==> config.mk <==
export PLATFORM = sky130hd
export DESIGN_NAME = chse_front
export DESIGN_NICKNAME = d
export VERILOG_FILES = /design/src/hw/rtl/chained_hash_set_engine_core_macros.svh /design/src/hw/rtl/chse_pkg.sv /design/src/hw/rtl/chse_front.sv
export SDC_FILE = /design/constraint.sdc
export NUM_CORES = 1
export LEC_CHECK = 0
export BUFFER_PORTS_ARGS = -buffer_cell sky130_fd_sc_hd__buf_2
export CORE_MARGIN = 1.5
export CORE_UTILIZATION = 48
export CTS_CLUSTER_SIZE = 25
export DETAILED_ROUTE_END_ITERATION = 12
export GPL_TIMING_DRIVEN = 0
export PLACE_DENSITY = 0.78
export SYNTH_ARGS = -nofsm -noshare
export SYNTH_HDL_FRONTEND = slang
export SYNTH_SLANG_ARGS = --single-unit
==> constraint.sdc <==
create_clock -name clk_i -period 5.04 [get_ports clk_i]
set_input_delay 1.008 -clock clk_i [delete_from_list [all_inputs] [get_ports clk_i]]
set_output_delay 1.008 -clock clk_i [all_outputs]
set_load 0.1 [all_outputs]
==> src/hw/rtl/chained_hash_set_engine_core_macros.svh <==
// Assertion macros used by the chained hash set engine back end.
`ifndef CHAINED_HASH_SET_ENGINE_CORE_MACROS_SVH
`define CHAINED_HASH_SET_ENGINE_CORE_MACROS_SVH

// Checks that a condition implies a property in the same cycle.
`define CHSE_ASSERT_IMP(lbl, cond, prop, msg) \
  lbl: assert property (@(posedge clk_i) disable iff (!rst_ni) (cond) |-> (prop)) \
    else $error(msg);

// Checks that a condition implies a property in the next cycle.
`define CHSE_ASSERT_NXT(lbl, cond, prop, msg) \
  lbl: assert property (@(posedge clk_i) disable iff (!rst_ni) (cond) |=> (prop)) \
    else $error(msg);

`endif

==> src/hw/rtl/chse_pkg.sv <==
// Types, constants and helper functions of the chained hash set engine.
package chse_pkg;

  localparam int unsigned BUCKETS    = 64;
  localparam int unsigned POOL_SLOTS = 256;
  localparam int unsigned BKT_W      = $clog2(BUCKETS);
  localparam int unsigned SLOT_W     = $clog2(POOL_SLOTS);
  localparam int unsigned CNT_W      = SLOT_W + 1;
  localparam int unsigned KEY_W      = 32;
  localparam int unsigned BC_W       = 7;
  localparam int unsigned LIM_W      = 9;
  localparam int unsigned CFG_W      = 9;
  localparam int unsigned DIV_CNT_W  = $clog2(KEY_W);

  typedef enum logic [1:0] {
    MODE_INSERT = 2'd0,
    MODE_QUERY  = 2'd1,
    MODE_DELETE = 2'd2,
    MODE_CLEAR  = 2'd3
  } mode_e;

  typedef enum logic [1:0] {
    ST_DONE   = 2'd0,
    ST_FULL   = 2'd1,
    ST_ABSENT = 2'd2
  } status_e;

  typedef enum logic [0:0] {
    CFG_BUCKET_COUNT = 1'b0,
    CFG_ENTRY_LIMIT  = 1'b1
  } cfg_idx_e;

  typedef enum logic [1:0] {
    F_IDLE,
    F_DIV,
    F_HOLD
  } front_state_e;

  typedef enum logic [3:0] {
    B_IDLE,
    B_INS_A,
    B_INS_B,
    B_WALK_H,
    B_WALK_S,
    B_DEL_A,
    B_DEL_B,
    B_DEL_C,
    B_DEL_D
  } back_state_e;

  typedef struct packed {
    logic [1:0]       mode;
    logic [KEY_W-1:0] key;
    logic [BKT_W-1:0] bucket;
  } item_t;

  typedef struct packed {
    logic              is_slot;
    logic [SLOT_W-1:0] idx;
  } link_t;

  function automatic logic [BC_W-1:0] eff_buckets(input logic [BC_W-1:0] bc);
    logic [BC_W-1:0] r;
    if (bc == '0) begin
      r = BC_W'(1);
    end else if (bc > BC_W'(BUCKETS)) begin
      r = BC_W'(BUCKETS);
    end else begin
      r = bc;
    end
    return r;
  endfunction

  function automatic logic [LIM_W-1:0] eff_limit(input logic [LIM_W-1:0] lim);
    logic [LIM_W-1:0] r;
    if (lim < LIM_W'(2)) begin
      r = LIM_W'(2);
    end else if (lim > LIM_W'(POOL_SLOTS)) begin
      r = LIM_W'(POOL_SLOTS);
    end else begin
      r = lim;
    end
    return r;
  endfunction

endpackage

==> src/hw/rtl/chse_front.sv <==
// Front end: accepts words, reduces the key to its bucket and queues the item.
module chse_front (
  input  logic                       clk_i,
  input  logic                       rst_ni,
  input  logic                       push,
  output logic                       full,
  input  logic [1:0]                 mode_i,
  input  logic [chse_pkg::KEY_W-1:0] key_i,
  input  logic [chse_pkg::BC_W-1:0]  bucket_count_i,
  output logic                       q_valid_o,
  output chse_pkg::item_t            q_item_o,
  input  logic                       q_pop_i
);
  import chse_pkg::*;

  front_state_e           state_q, state_d;
  logic [1:0]             mode_q, mode_d;
  logic [KEY_W-1:0]       key_q, key_d;
  logic [KEY_W-1:0]       shf_q, shf_d;
  logic [BC_W-1:0]        rem_q, rem_d;
  logic [DIV_CNT_W-1:0]   cnt_q, cnt_d;
  logic [BC_W:0]          r2;
  logic [BC_W-1:0]        div;
  item_t                  qmem_q [2];
  logic                   wptr_q, rptr_q;
  logic [1:0]             qcnt_q;
  logic                   q_wr;

  assign div       = eff_buckets(bucket_count_i);
  assign full      = (state_q != F_IDLE);
  assign q_valid_o = (qcnt_q != 2'd0);
  assign q_item_o  = qmem_q[rptr_q];

  always_comb begin
    state_d = state_q;
    mode_d  = mode_q;
    key_d   = key_q;
    shf_d   = shf_q;
    rem_d   = rem_q;
    cnt_d   = cnt_q;
    q_wr    = 1'b0;
    r2      = {rem_q, shf_q[KEY_W-1]};
    if (r2 >= {1'b0, div}) begin
      r2 = r2 - {1'b0, div};
    end
    case (state_q)
      F_IDLE: begin
        if (push) begin
          mode_d  = mode_i;
          key_d   = key_i;
          shf_d   = key_i;
          rem_d   = '0;
          cnt_d   = '0;
          state_d = F_DIV;
        end
      end
      F_DIV: begin
        rem_d = r2[BC_W-1:0];
        shf_d = {shf_q[KEY_W-2:0], 1'b0};
        cnt_d = cnt_q + DIV_CNT_W'(1);
        if (cnt_q == DIV_CNT_W'(KEY_W - 1)) begin
          state_d = F_HOLD;
        end
      end
      F_HOLD: begin
        if (qcnt_q != 2'd2) begin
          q_wr    = 1'b1;
          state_d = F_IDLE;
        end
      end
      default: begin
        state_d = F_IDLE;
      end
    endcase
  end

  always_ff @(posedge clk_i or negedge rst_ni) begin
    if (!rst_ni) begin
      state_q <= F_IDLE;
      wptr_q  <= 1'b0;
      rptr_q  <= 1'b0;
      qcnt_q  <= 2'd0;
    end else begin
      state_q <= state_d;
      if (q_wr) begin
        wptr_q <= ~wptr_q;
      end
      if (q_pop_i) begin
        rptr_q <= ~rptr_q;
      end
      qcnt_q <= qcnt_q + {1'b0, q_wr} - {1'b0, q_pop_i};
    end
  end

  always_ff @(posedge clk_i) begin
    mode_q <= mode_d;
    key_q  <= key_d;
    shf_q  <= shf_d;
    rem_q  <= rem_d;
    cnt_q  <= cnt_d;
    if (q_wr) begin
      qmem_q[wptr_q] <= '{mode: mode_q, key: key_q, bucket: rem_q[BKT_W-1:0]};
    end
  end

endmodule

==> results of run 1 <==
-- layout by cell type, fill, tap and decap left out, drive strengths merged, types with 2 or more instances in the layout --
master / Yosys / layout
nor3: 3 / 3
edfxtp: 158 / 158
buf: 5 / 94
ha: 11 / 11
xnor2: 5 / 5
clkbuf: 12 / 29
bufinv: 0 / 3
clkinvlp: 0 / 6
nor2: 12 / 12
nand3: 8 / 8
o21ai: 8 / 8
nand2b: 3 / 3
a21oi: 11 / 11
mux2i: 2 / 2
mux2: 40 / 40
clkinv: 0 / 2
o21a: 2 / 2
xor2: 3 / 3
dfrtp: 6 / 6
o22ai: 2 / 2
nand2: 104 / 104
nor2b: 3 / 3
inv: 10 / 13
and2: 3 / 3
-- worst max-delay path: cells and delay by family (launching register included) --
family | cells | cell delay (ns)
mux | 1 | 0.39
buf+inv | 3 | 0.81
flops | 1 | 0.32
-- cell usage after synthesis, types with 2 or more instances --
cell type	instances	area (um^2)
xnor2_1	5	43.8
ha_1	11	138
clkbuf_1	11	41.3
o21a_1	2	15.0
buf_2	5	25.0
nand3_1	8	40.0
xor2_1	3	26.3
nor3_1	3	15.0
and2_1	3	18.8
nand2b_1	3	18.8
edfxtp_1	158	4740
mux2_2	40	450
nand2_1	104	390
a21oi_1	10	50.1
mux2i_1	2	20.0
nor2b_1	3	18.8
nor2_1	12	45.0
dfrtp_1	6	150
o22ai_1	2	12.5
inv_1	10	37.5
o21ai_0	6	30.0
-- per-layer routing --
layer  up-vias  wire (um)  global-route usage (%)  part of all wire, %
met5         -          0                       0                    0
met4         0         94                    6.62                 0.81
met3         6        424                    3.78                  3.6
met2        73       6200                    30.0                   53
met1      1767       4950                    21.0                   42
li1       1763          -                       -                    -
-- registers in the layout (all words and copies together), names as in the netlist, 2 cells and up --
name	count
state_q	2
shf_q	32
key_q	32
rem_q	7
qmem_q	80
qcnt_q	2
cnt_q	5
mode_q	2
-- logic make-up after synthesis --
family	count (synthesis)	synth area share (%)
flip-flops	164	75.3
multiplexers	42	7.23
adder cells (fa/ha/maj)	12	2.42
buffers and inverters	27	1.67
AND/OR/NAND/NOR	141	8.93
XOR/XNOR	8	1.08
AO/OA/AOI/OAI	31	3.39
-- cell type report --
class / instances / area, um^2
plain buffers: 17 / 71.3
clock buffers: 17 / 425
well taps: 176 / 220
clock inverters: 14 / 179
repair buffers: 89 / 498
multi-input cells: 234 / 1520
flip-flops and latches: 164 / 4890
inverters: 10 / 37.5
fillers: 1031 / 5400
-- stage by stage --
stage | setup slack, ns | utilization, %
global placement | 1.13 | 54.0
detailed placement | 1.71 | 54.7
floorplan | 1.99 | -
finish | 2.10 | 59.2
CTS | 2.01 | 59.2
global route | 1.97 | 59.2
-- path summary, 6_finish.rpt --
check	startpoint	endpoint	slack [ns]	cells past startpoint
max	rptr_q$_DFFE_PN0P_	q_item_o[0]	2.10	4
min	rst_ni	qcnt_q[0]$_DFF_PN0_	0.42	1
max reg2reg	state_q[1]$_DFFE_PN0P_	shf_q[10]$_DFFE_PP_	2.69	5
min reg2reg	key_q[31]$_DFFE_PP_	qmem_q[1][37]$_DFFE_PP_	0.44	0
max in group asynchronous	rst_ni	qcnt_q[1]$_DFF_PN0_	4.48	1
min in group clk_i	key_q[31]$_DFFE_PP_	qmem_q[1][37]$_DFFE_PP_	0.44	0
-- power by group through the flow --
stage	sequential, W	clock, W	combinational [W]
6_report	0.00200	0.00129	0.00179
5_1_grt	0.00203	0.00138	0.00191
4_1_cts	0.00200	0.00132	0.00180
3_5_place_dp	0.00203	0	0.00179
3_3_place_gp	0.00201	0	0.00171
2_1_floorplan	0.00198	0	0.00146
==> results by group, run 1 <==
Floorplan
  • Core Rows: 42
  • Chip height: 119 um
  • Core area: 13,200 um^2
  • Die span in x: 119 um
  • Initial core utilization: 49.1%
  • # IOs: 87
  • Die area: between 10,000 and 15,000 um^2

Timing
  • Setup TNS: 0 ns
  • Relative slew margins: 35.3%
  • Slew @ Worst Pin: 0.960 ns
  • RSZ-0062 raised after global routing: false
  • F_max: 340 MHz
  • Min Tclk post-route: 2.94 ns
  • Hold WS: 0.416 ns
  • Worst Skew: approximately 0.0059 ns
  • Fin. Hold Viols: 0
  • Fin crit share: 58.3%
  • # setup viols final: 0
  • Final count of pins violating max slew: 0

Setup path
  • Critical Path Sink Type: primary output
  • CP arrival: 1.93 ns
  • Worst Path Required: 4.03 ns
  • Most used cell, CP: buf_2
  • Slowest cell on the critical path: mux2_2
  • Crit path largest cell delay: around 0.39 ns
  • CP cell instances: clkbuf_1 > buf_2 > mux2_2 > buf_2
  • Category of the critical setup timing path: reg2out
  • Crit start category: flip-flop
  • Crit path max fanout: 10

Clocking
  • CTS sink count: 164
  • Clock Pin Slew Worst Setup and Hold Paths: 0.06 ns
  • TritonCTS clock tree: yes
  • H-tree depth: 4
  • CTS buffer count: 17
  • Root buffer cell: clkbuf_16
  • Latest clock arrival within the worst-skew pair: 0.41 ns
  • Max Root-Sink Buffers: 2
  • # hold bufs at CTS: 0
  • Setup bufs post-CTS: 0
  • Post-CTS Resized: 0

Power
  • Worst vdd ir: ~0.29 mV
  • Total Power: 0.00508 W
  • PwrDens: 647 nW/um^2
  • Seq pwr share: 39.3%
  • Net Switching: around 0.0019 W
  • Logic pwr share: 35.2%
  • Sw Ratio: 38.1%
  • P_leak: 2.99 nW
  • Internal power: 0.00315 W
  • Power share of the clock group: 25.5%

Synthesis
  • Post-synthesis sequential area ratio: 75.3%
  • Cell count after synthesis: ~430
  • Distinct cells, synth: 39
  • Asr flop ratio synth: under 10%
  • Main synth FF type: edfxtp_1
  • Syn avg cell area: about 15 um^2
  • #FFs+latches synth: 164
  • Ys Warns: 0
  • Post-synthesis cell area: 6500 um^2
  • Syn nets: 482
  • Number of flops mapped to enable cells by yosys: 158

Global routing
  • GRT Total Usage: 17.2%
  • Vias in the first global route: 3,725
  • Initial antenna violation count: 0
  • Congestion Overflow GR: 0
  • Largest net degree at the start of global routing: 35
  • First-pass GRT wire length: around 18,000 um

Drt
  • Total wire length: 11,700 um
  • DR vias: 3,609
  • Post-route ant nets: 0
  • DRT iter0 DRCs: 351
  • Routed len/inst: 16.2 um
  • Routed vias/inst: roughly 5
  • # DRC: 0
  • Drt pass-1 iters: 4

Outcome
  • Status: complete, no violations

Cells and area
  • Share of layout cells above drive strength 1: 32.1%
  • Area grow syn2layout: 20.6%
  • Layout Cells excl Fill: between 700 and 800
  • Nets@finish: 590
  • Fin area: 7840 um^2
  • Diode count: 0

Job
  • Max Cap Viol: 0

Placement
  • Inst Count DP: around 700
  • Input/output buffers: 86
  • Post-place instance area: 7240 um^2
  • HPWL after DPL: 7940 um
  • Final RePlAce weighted congestion: 0.812

Min path
  • Hold Path Class: in2async
No activity file was read; power rests on OpenSTA's default activity.
==> inputs of run 2 (changes only) <==
--- a/config.mk
+++ b/config.mk
@@ -11,7 +11,7 @@
 export CTS_CLUSTER_SIZE = 25
 export DETAILED_ROUTE_END_ITERATION = 12
 export GPL_TIMING_DRIVEN = 0
-export PLACE_DENSITY = 0.78
+export PLACE_DENSITY = 0.81
 export SYNTH_ARGS = -nofsm -noshare
 export SYNTH_HDL_FRONTEND = slang
 export SYNTH_SLANG_ARGS = --single-unit
==> constraint.sdc (replaced) <==
create_clock -name clk_i -period 2.4 [get_ports clk_i]
set_input_delay 0.48 -clock clk_i [delete_from_list [all_inputs] [get_ports clk_i]]
set_output_delay 0.48 -clock clk_i [all_outputs]
set_load 0.1 [all_outputs]
==> run 2 against run 1 <==
Against the previous run:
- hold slack lost 0.18 ns
- flip-flop and latch count is the same
- critical path type is now in2reg
- critical path depth up 7
- setup slack worse by 2.1 ns
- cell count grew 0.28%
- first-iteration DRC count fell by 33%
- global-route usage is 0.60 points higher
- largest cell class unchanged
- via count is 1.7% higher
- utilization grew 0.38 points
- design area rose by 0.64%
==> results by group, run 2 (synthesis results as in run 1) <==
Timing
  • F_max: around 420 MHz
  • Final count of pins violating max slew: 0 (unchanged)
  • Fin crit share: 98.6%
  • Worst Skew: 0.00968 ns (+0.00381 ns)
  • Slew @ Worst Pin: 0.916 ns (-0.0439 ns)
  • Relative slew margins: 38.3% (+3.0 points)
  • Min Tclk post-route: approximately 2.4 ns
  • Final WS setup: 0.0328 ns (-2.07 ns)
  • # setup viols final: 0 (unchanged)
  • Fin. Hold Viols: 0 (unchanged)

Clocking
  • Root buffer cell: clkbuf_16
  • CTS buffer count: 17 (unchanged)
  • H-tree depth: 4 (unchanged)
  • CTS sink count: 164 (unchanged)
  • Max Root-Sink Buffers: 2 (unchanged)
  • TritonCTS clock tree: yes
  • Clock Pin Slew Worst Setup and Hold Paths: 0.06 ns (about the same)
  • Latest clock arrival within the worst-skew pair: 0.42 ns (about the same)

Setup path
  • Crit path largest cell delay: 0.36 ns (-0.03 ns)
  • WP buf/inv: 2 (-1)
  • Cell depth of the worst setup path: 11 (+7)
  • CP arrival: 2.54 ns (+0.61 ns)
  • Critical Path Sink Type: flip-flop
  • Reg-to-Reg Start: shf_q[31]$_DFFE_PP_
  • CP top delay family: compound AO/OA/AOI/OAI gates
  • Flop2flop setup slack: 0.08 ns (-2.61 ns)
  • CP cell instances: buf_2 > nor3_4 > a21oi_2 > nor2_2 > ha_2 > inv_2 > fa_2 > a21o_1 > a21oi_4 > a31oi_4 > o311a_1
  • Crit start category: input pin
  • Slowest cell on the critical path: o311a_1
  • Category of the critical setup timing path: in2reg
  • Worst Path Required: 2.57 ns (-1.46 ns)
  • R2R cell count: 8 (+3)
  • Crit path max fanout: 8 (-2)
  • RR Endpoint: rem_q[0]$_SDFFCE_PN0P_

Min path
  • Hold EP: mode_q[0]$_DFFE_PP_
  • Hold Path Class: in2reg
  • WHS Path Cells: 1
  • HP Start: mode_i[0]

Global routing
  • Congestion Overflow GR: 0 (unchanged)
  • GRT Total Usage: 17.8% (+0.60 points)
  • First-pass GRT wire length: 18,800 um (+1.6%)
  • Vias in the first global route: 3,774 (+1.3%)
  • Largest net degree at the start of global routing: 35 (unchanged)
  • Initial antenna violation count: 0 (unchanged)

Drt
  • Total wire length: 12,100 um (+3.5%)
  • Post-route ant nets: 0 (unchanged)
  • DRT iter0 DRCs: 236 (-33%)
  • DR vias: 3,672 (+1.7%)
  • Drt pass-1 iters: 4 (unchanged)
  • Routed vias/inst: 5.08 (+1.5%)
  • # DRC: 0 (unchanged)
  • Routed len/inst: 16.7 um (+3.3%)

Cells and area
  • Fillers: 1,038 (+0.68%)
  • Diode count: 0 (unchanged)
  • Biggest regs: qmem_q (80), key_q (32), shf_q (32)
  • Most flops, register: qmem_q
  • Nets@finish: 592 (+0.34%)
  • Max FFs per register: 80 (unchanged)
  • Most frequent cells in the layout: 158 x edfxtp_1, 103 x nand2_1, 83 x buf_2
  • Multi-input logic area: 1560 um^2 (+2.8%)
  • Share of layout cells above drive strength 1: 33.8% (+1.7 points)
  • Area grow syn2layout: 21.4%
  • Commonest non-fill, non-tap cell in the layout: edfxtp_1
  • Seq. cell area: 4890 um^2 (unchanged)

Outcome
  • Status: complete, no violations

Floorplan
  • Core Rows: 42 (unchanged)
  • Initial core utilization: 49.1% (unchanged)
  • # IOs: 87 (unchanged)
  • Die area: 14,300 um^2 (unchanged)
  • Chip height: 119 um (unchanged)
  • Core area: 13,200 um^2 (unchanged)
  • Die span in x: 119 um (unchanged)

Job
  • Max Cap Viol: 0 (unchanged)

Placement
  • HPWL after DPL: 8080 um (+1.7%)
  • Final RePlAce weighted congestion: 0.790 (-2.6%)
  • Input/output buffers: 86 (unchanged)
  • DP Worst Slack: -0.386 ns (-2.10 ns)

Power
  • Logic pwr share: 36.3% (+1.1 points)
  • Net Switching: 0.00411 W (+110%)
  • Total Power: 0.0107 W (+110%)
  • P_leak: 3.02 nW (+0.94%)
  • Sw Ratio: 38.5% (+0.49 points)
  • Seq pwr share: 39.6% (+0.3 points)
  • Power share of the clock group: 24.1% (-1.4 points)
  • Worst vdd ir: 0.645 mV (+120%)
  • Internal power: 0.00655 W (+110%)
  • PwrDens: 1350 nW/um^2 (+110%)
==> run 2: cell types whose count changed in the layout (fill, tap and decap cells not counted), moves of 2 or more <==
| cell | change |
|---|---|
| clkinvlp_4 | -3 |
| buf_4 | +9 |
| inv_6 | -3 |
| clkinv_4 | +2 |
| nor3_1 | -2 |
| buf_2 | -8 |
| a21oi_1 | -2 |
| a21oi_2 | +2 |
| clkinv_2 | +4 |
==> run 2: worst max-delay path by stage <==
stage	from	endpoint	slack, ns
floorplan	state_q[0]$_DFFE_PN0P_	qmem_q[0][0]$_DFFE_PP_	-0.46
global placement	state_q[0]$_DFFE_PN0P_	qmem_q[0][18]$_DFFE_PP_	-1.47
detailed placement	bucket_count_i[1]	rem_q[0]$_SDFFCE_PN0P_	-0.39
CTS	rptr_q$_DFFE_PN0P_	q_item_o[33]	-0.08
global route	bucket_count_i[2]	rem_q[0]$_SDFFCE_PN0P_	-0.04
finish	bucket_count_i[2]	rem_q[0]$_SDFFCE_PN0P_	0.03
==> run 2: per-layer routing <==
metal  vias to the layer above  wire, um  track usage (%)  share of wire, %
li1                       1760         -                -                 -
met1                      1798      4980             20.7                41
met2                        97      6390             31.1                53
met3                        17       536             4.98               4.4
met4                         0       168             7.29               1.4
met5                         -         0                0                 0
==> run 2: stage by stage <==
stage	std cells	setup TNS (ns)	cell area, um^2	utilization, %	hold WS, ns
2_1_floorplan	425	-37.03	6500	-	0.184
3_3_place_gp	687	-145.66	7160	54.0	0.305
3_5_place_dp	690	-2.37	7240	54.7	0.314
4_1_cts	722	-1.38	7830	59.1	0.217
5_1_grt	723	-0.0600	7890	59.6	0.218
6_report	723	0	7890	59.6	0.238
==> run 2: power by group through the flow <==
stage	clock network [W]	logic, W	registers [W]
after floorplan	0	0.00307	0.00417
after global placement	0	0.00358	0.00423
after detailed placement	0	0.00377	0.00427
after CTS	0.00261	0.00380	0.00421
after global routing	0.00272	0.00412	0.00428
final	0.00257	0.00387	0.00422
==> run 2: repair_timing <==
item                       in CTS  in global routing
hold buffers                    1                  0
hold endpoints to repair        6                  0
buffers inserted                0                  2
pin swaps                       0                  7
setup endpoints to repair      39                 67
gates resized for setup         5                 16
==> run 2: area by class of cell <==
type	instances	share of cell area (%)
plain buffers	16	0.983
well taps	176	2.79
clock buffers	18	5.44
inverters	10	0.476
flip-flops and latches	164	62.0
multi-input cells	234	19.8
repair buffers	92	6.80
clock inverters	13	1.74
==> inputs of run 3 (changes only) <==
--- a/config.mk
+++ b/config.mk
@@ -12,6 +12,8 @@
 export DETAILED_ROUTE_END_ITERATION = 12
 export GPL_TIMING_DRIVEN = 0
 export PLACE_DENSITY = 0.81
+export REMOVE_ABC_BUFFERS = 1
+export SKIP_LAST_GASP = 1
 export SYNTH_ARGS = -nofsm -noshare
 export SYNTH_HDL_FRONTEND = slang
 export SYNTH_SLANG_ARGS = --single-unit
==> constraint.sdc (replaced) <==
create_clock -name clk_i -period 2.03 [get_ports clk_i]
set_input_delay 0.406 -clock clk_i [delete_from_list [all_inputs] [get_ports clk_i]]
set_output_delay 0.406 -clock clk_i [all_outputs]
set_load 0.1 [all_outputs]
==> run 3 against run 2 <==
Against the previous run:
- the flow now finishes with violations (negative setup slack)
- clock skew increased by 0.0019 ns
- register-to-register slack got worse by 0.27 ns
- critical path depth increased by 1
- critical endpoint is now rem_q[5]$_SDFFCE_PN0P_
- highest routed layer is now met5
==> results by group, run 3 (synthesis results as in run 1) <==
Timing
  • Fin. Hold Viols: 0 (unchanged)
  • Relative slew margins: 36.3% (-2.0 points)
  • Final count of pins violating max slew: 0 (unchanged)
  • Final WS setup: -0.214 ns (-0.247 ns)
  • RSZ-0062 raised after global routing: true
  • Fin crit share: 111%
  • Slew @ Worst Pin: 0.951 ns (+0.0349 ns)
  • Setup TNS: -4.60 ns (-4.60 ns)
  • F_max: 446 MHz
  • Min Tclk post-route: 2.24 ns
  • # setup viols final: 47 (+47)
  • Worst Skew: 0.0116 ns (+0.00187 ns)
  • Hold WS: 0.174 ns (-0.0638 ns)

Cells and area
  • Core Util, Final: 66.3% (+6.7 points)
  • Diode count: 0 (unchanged)
  • Share of layout cells above drive strength 1: 37.3% (+3.5 points)
  • Nets@finish: 602 (+1.7%)
  • Commonest non-fill, non-tap cell in the layout: edfxtp_1
  • Most flops, register: qmem_q
  • Max FFs per register: 80 (unchanged)
  • Biggest regs: qmem_q (80), key_q (32), shf_q (32)
  • Layout Cells excl Fill: 734 (+1.5%)
  • Most frequent cells in the layout: 158 x edfxtp_1, 103 x nand2_1, 44 x buf_2
  • Area grow syn2layout: 35.0%

Clocking
  • Max Root-Sink Buffers: 2 (unchanged)
  • Clock Pin Slew Worst Setup and Hold Paths: 0.07 ns (about the same)
  • H-tree depth: 4 (unchanged)
  • Root buffer cell: clkbuf_16
  • CTS buffer count: 17 (unchanged)
  • CTS sink count: 164 (unchanged)
  • Latest clock arrival within the worst-skew pair: 0.42 ns (about the same)
  • TritonCTS clock tree: yes

Outcome
  • Status: finished, violations left
  • Failing checks: negative setup slack

Min path
  • Hold Path Class: in2reg
  • Hold EP: mode_q[1]$_DFFE_PP_
  • WHS Path Cells: 1 (unchanged)
  • HP Start: mode_i[1]

Setup path
  • Crit path max fanout: 8 (unchanged)
  • Reg-to-Reg Start: shf_q[31]$_DFFE_PP_
  • Flop2flop setup slack: -0.19 ns (-0.27 ns)
  • CP arrival: 2.40 ns (-0.14 ns)
  • Crit path launch: bucket_count_i[3]
  • Worst Path Required: 2.19 ns (-0.38 ns)
  • CP top delay family: compound AO/OA/AOI/OAI gates
  • Critical Path Sink Type: flip-flop
  • R2R cell count: 9 (+1)
  • Slowest cell on the critical path: fa_2
  • CP cell instances: buf_6 > nor3_4 > a21oi_2 > nor2_2 > ha_2 > inv_2 > fa_2 > a21o_1 > a21oi_4 > a31oi_4 > o22ai_2 > a21oi_1
  • Crit start category: input pin
  • Crit path largest cell delay: 0.35 ns (about the same)
  • RR Endpoint: rem_q[5]$_SDFFCE_PN0P_
  • Category of the critical setup timing path: in2reg
  • WP buf/inv: 2 (unchanged)

Power
  • Worst vdd ir: 0.696 mV (+7.9%)
  • PwrDens: 1590 nW/um^2 (+18%)
  • P_leak: 3.48 nW (+15%)
  • Total Power: 0.0140 W (+31%)

Placement
  • Inst Count DP: 675 (-2.2%)
  • HPWL after DPL: 7620 um (-5.7%)
  • Final RePlAce weighted congestion: 0.766 (-3.0%)
  • Input/output buffers: 86 (unchanged)

Drt
  • DR vias: 3,827 (+4.2%)
  • Total wire length: 13,700 um (+13%)
  • Drt pass-1 iters: 5 (+1)
  • Post-route ant nets: 0 (unchanged)
  • Routed vias/inst: 5.21 (+2.7%)
  • DRT iter0 DRCs: 234 (-0.85%)
  • Routed len/inst: 18.7 um (+12%)
  • # DRC: 0 (unchanged)

Job
  • Max Cap Viol: 0 (unchanged)

Floorplan
  • Core area: 13,200 um^2 (unchanged)
  • # IOs: 87 (unchanged)
  • Die area: 14,300 um^2 (unchanged)
  • Die span in x: 119 um (unchanged)
  • Core Rows: 42 (unchanged)
  • Chip height: 119 um (unchanged)
  • Initial core utilization: 49.1% (unchanged)

Global routing
  • Congestion Overflow GR: 0 (unchanged)
  • GRT Total Usage: 18.9% (+1.1 points)
  • Largest net degree at the start of global routing: 44 (+26%)
  • Vias in the first global route: 4,007 (+6.2%)
  • First-pass GRT wire length: 20,100 um (+6.8%)
  • Initial antenna violation count: 1 (+1)
## run 3: changes by cell type in the layout (fill, tap and decap cells not counted), sizes merged
cell and change:
buf +20, bufinv -2, inv +8, clkinv -4, clkinvlp -1, clkbuf -10
## run 3: metrics by stage
| stage | setup slack [ns] | instance area, um^2 |
|---|---|---|
| floorplan | -0.832 | 6430 |
| global placement | -2.09 | 7080 |
| detailed placement | -0.773 | 7210 |
| CTS | -0.276 | 8410 |
| global route | -0.259 | 8780 |
| finish | -0.214 | 8780 |
## run 3: area by class of cell
class / instances / area (um^2)
clock inverter: 14 / 118
tap: 176 / 220
fill: 902 / 4470
clock buffer: 18 / 429
inverter: 10 / 37.5
multi-input combinational: 234 / 1680
timing repair buffer: 118 / 1400
sequential: 164 / 4900
## run 3: repair_timing
| item | 4_1_cts | 5_1_grt |
|---|---|---|
| endpoints found under the setup margin | 144 | 125 |
| endpoints found under the hold margin | 6 | 0 |
| pin swaps | 19 | 8 |
| gates resized for setup | 130 | 76 |
| hold buffers | 1 | 0 |
| buffers inserted | 14 | 10 |
| gates cloned | 3 | 1 |
## run 3: how the worst max path moves through the flow
| stage | to | slack, ns | cells after the start |
|---|---|---|---|
| 2_1_floorplan | qmem_q[0][0]$_DFFE_PP_ | -0.83 | 3 |
| 3_3_place_gp | shf_q[22]$_DFFE_PP_ | -2.09 | 2 |
| 3_5_place_dp | rem_q[0]$_SDFFCE_PN0P_ | -0.77 | 11 |
| 4_1_cts | q_item_o[15] | -0.28 | 5 |
| 5_1_grt | rem_q[4]$_SDFFCE_PN0P_ | -0.26 | 9 |
| 6_report | rem_q[5]$_SDFFCE_PN0P_ | -0.21 | 12 |
## run 3: power by group
part | total [W] | switching [W] | internal (W) | leakage (nW)
logic | 0.00598 | 0.00359 | 0.00239 | 1.64
registers | 0.00504 | 0.000369 | 0.00467 | 1.57
clock network | 0.00296 | 0.00136 | 0.00160 | 0.266
## run 3: metal layers
| metal | vias to the layer above | global-route usage, % | share of wire, % |
|---|---|---|---|
| met5 | - | 0 | 0.051 |
| met4 | 2 | 6.85 | 1.4 |
| li1 | 1786 | - | - |
| met1 | 1885 | 22.0 | 40 |
| met2 | 135 | 33.9 | 54 |
| met3 | 19 | 4.74 | 4.5 |
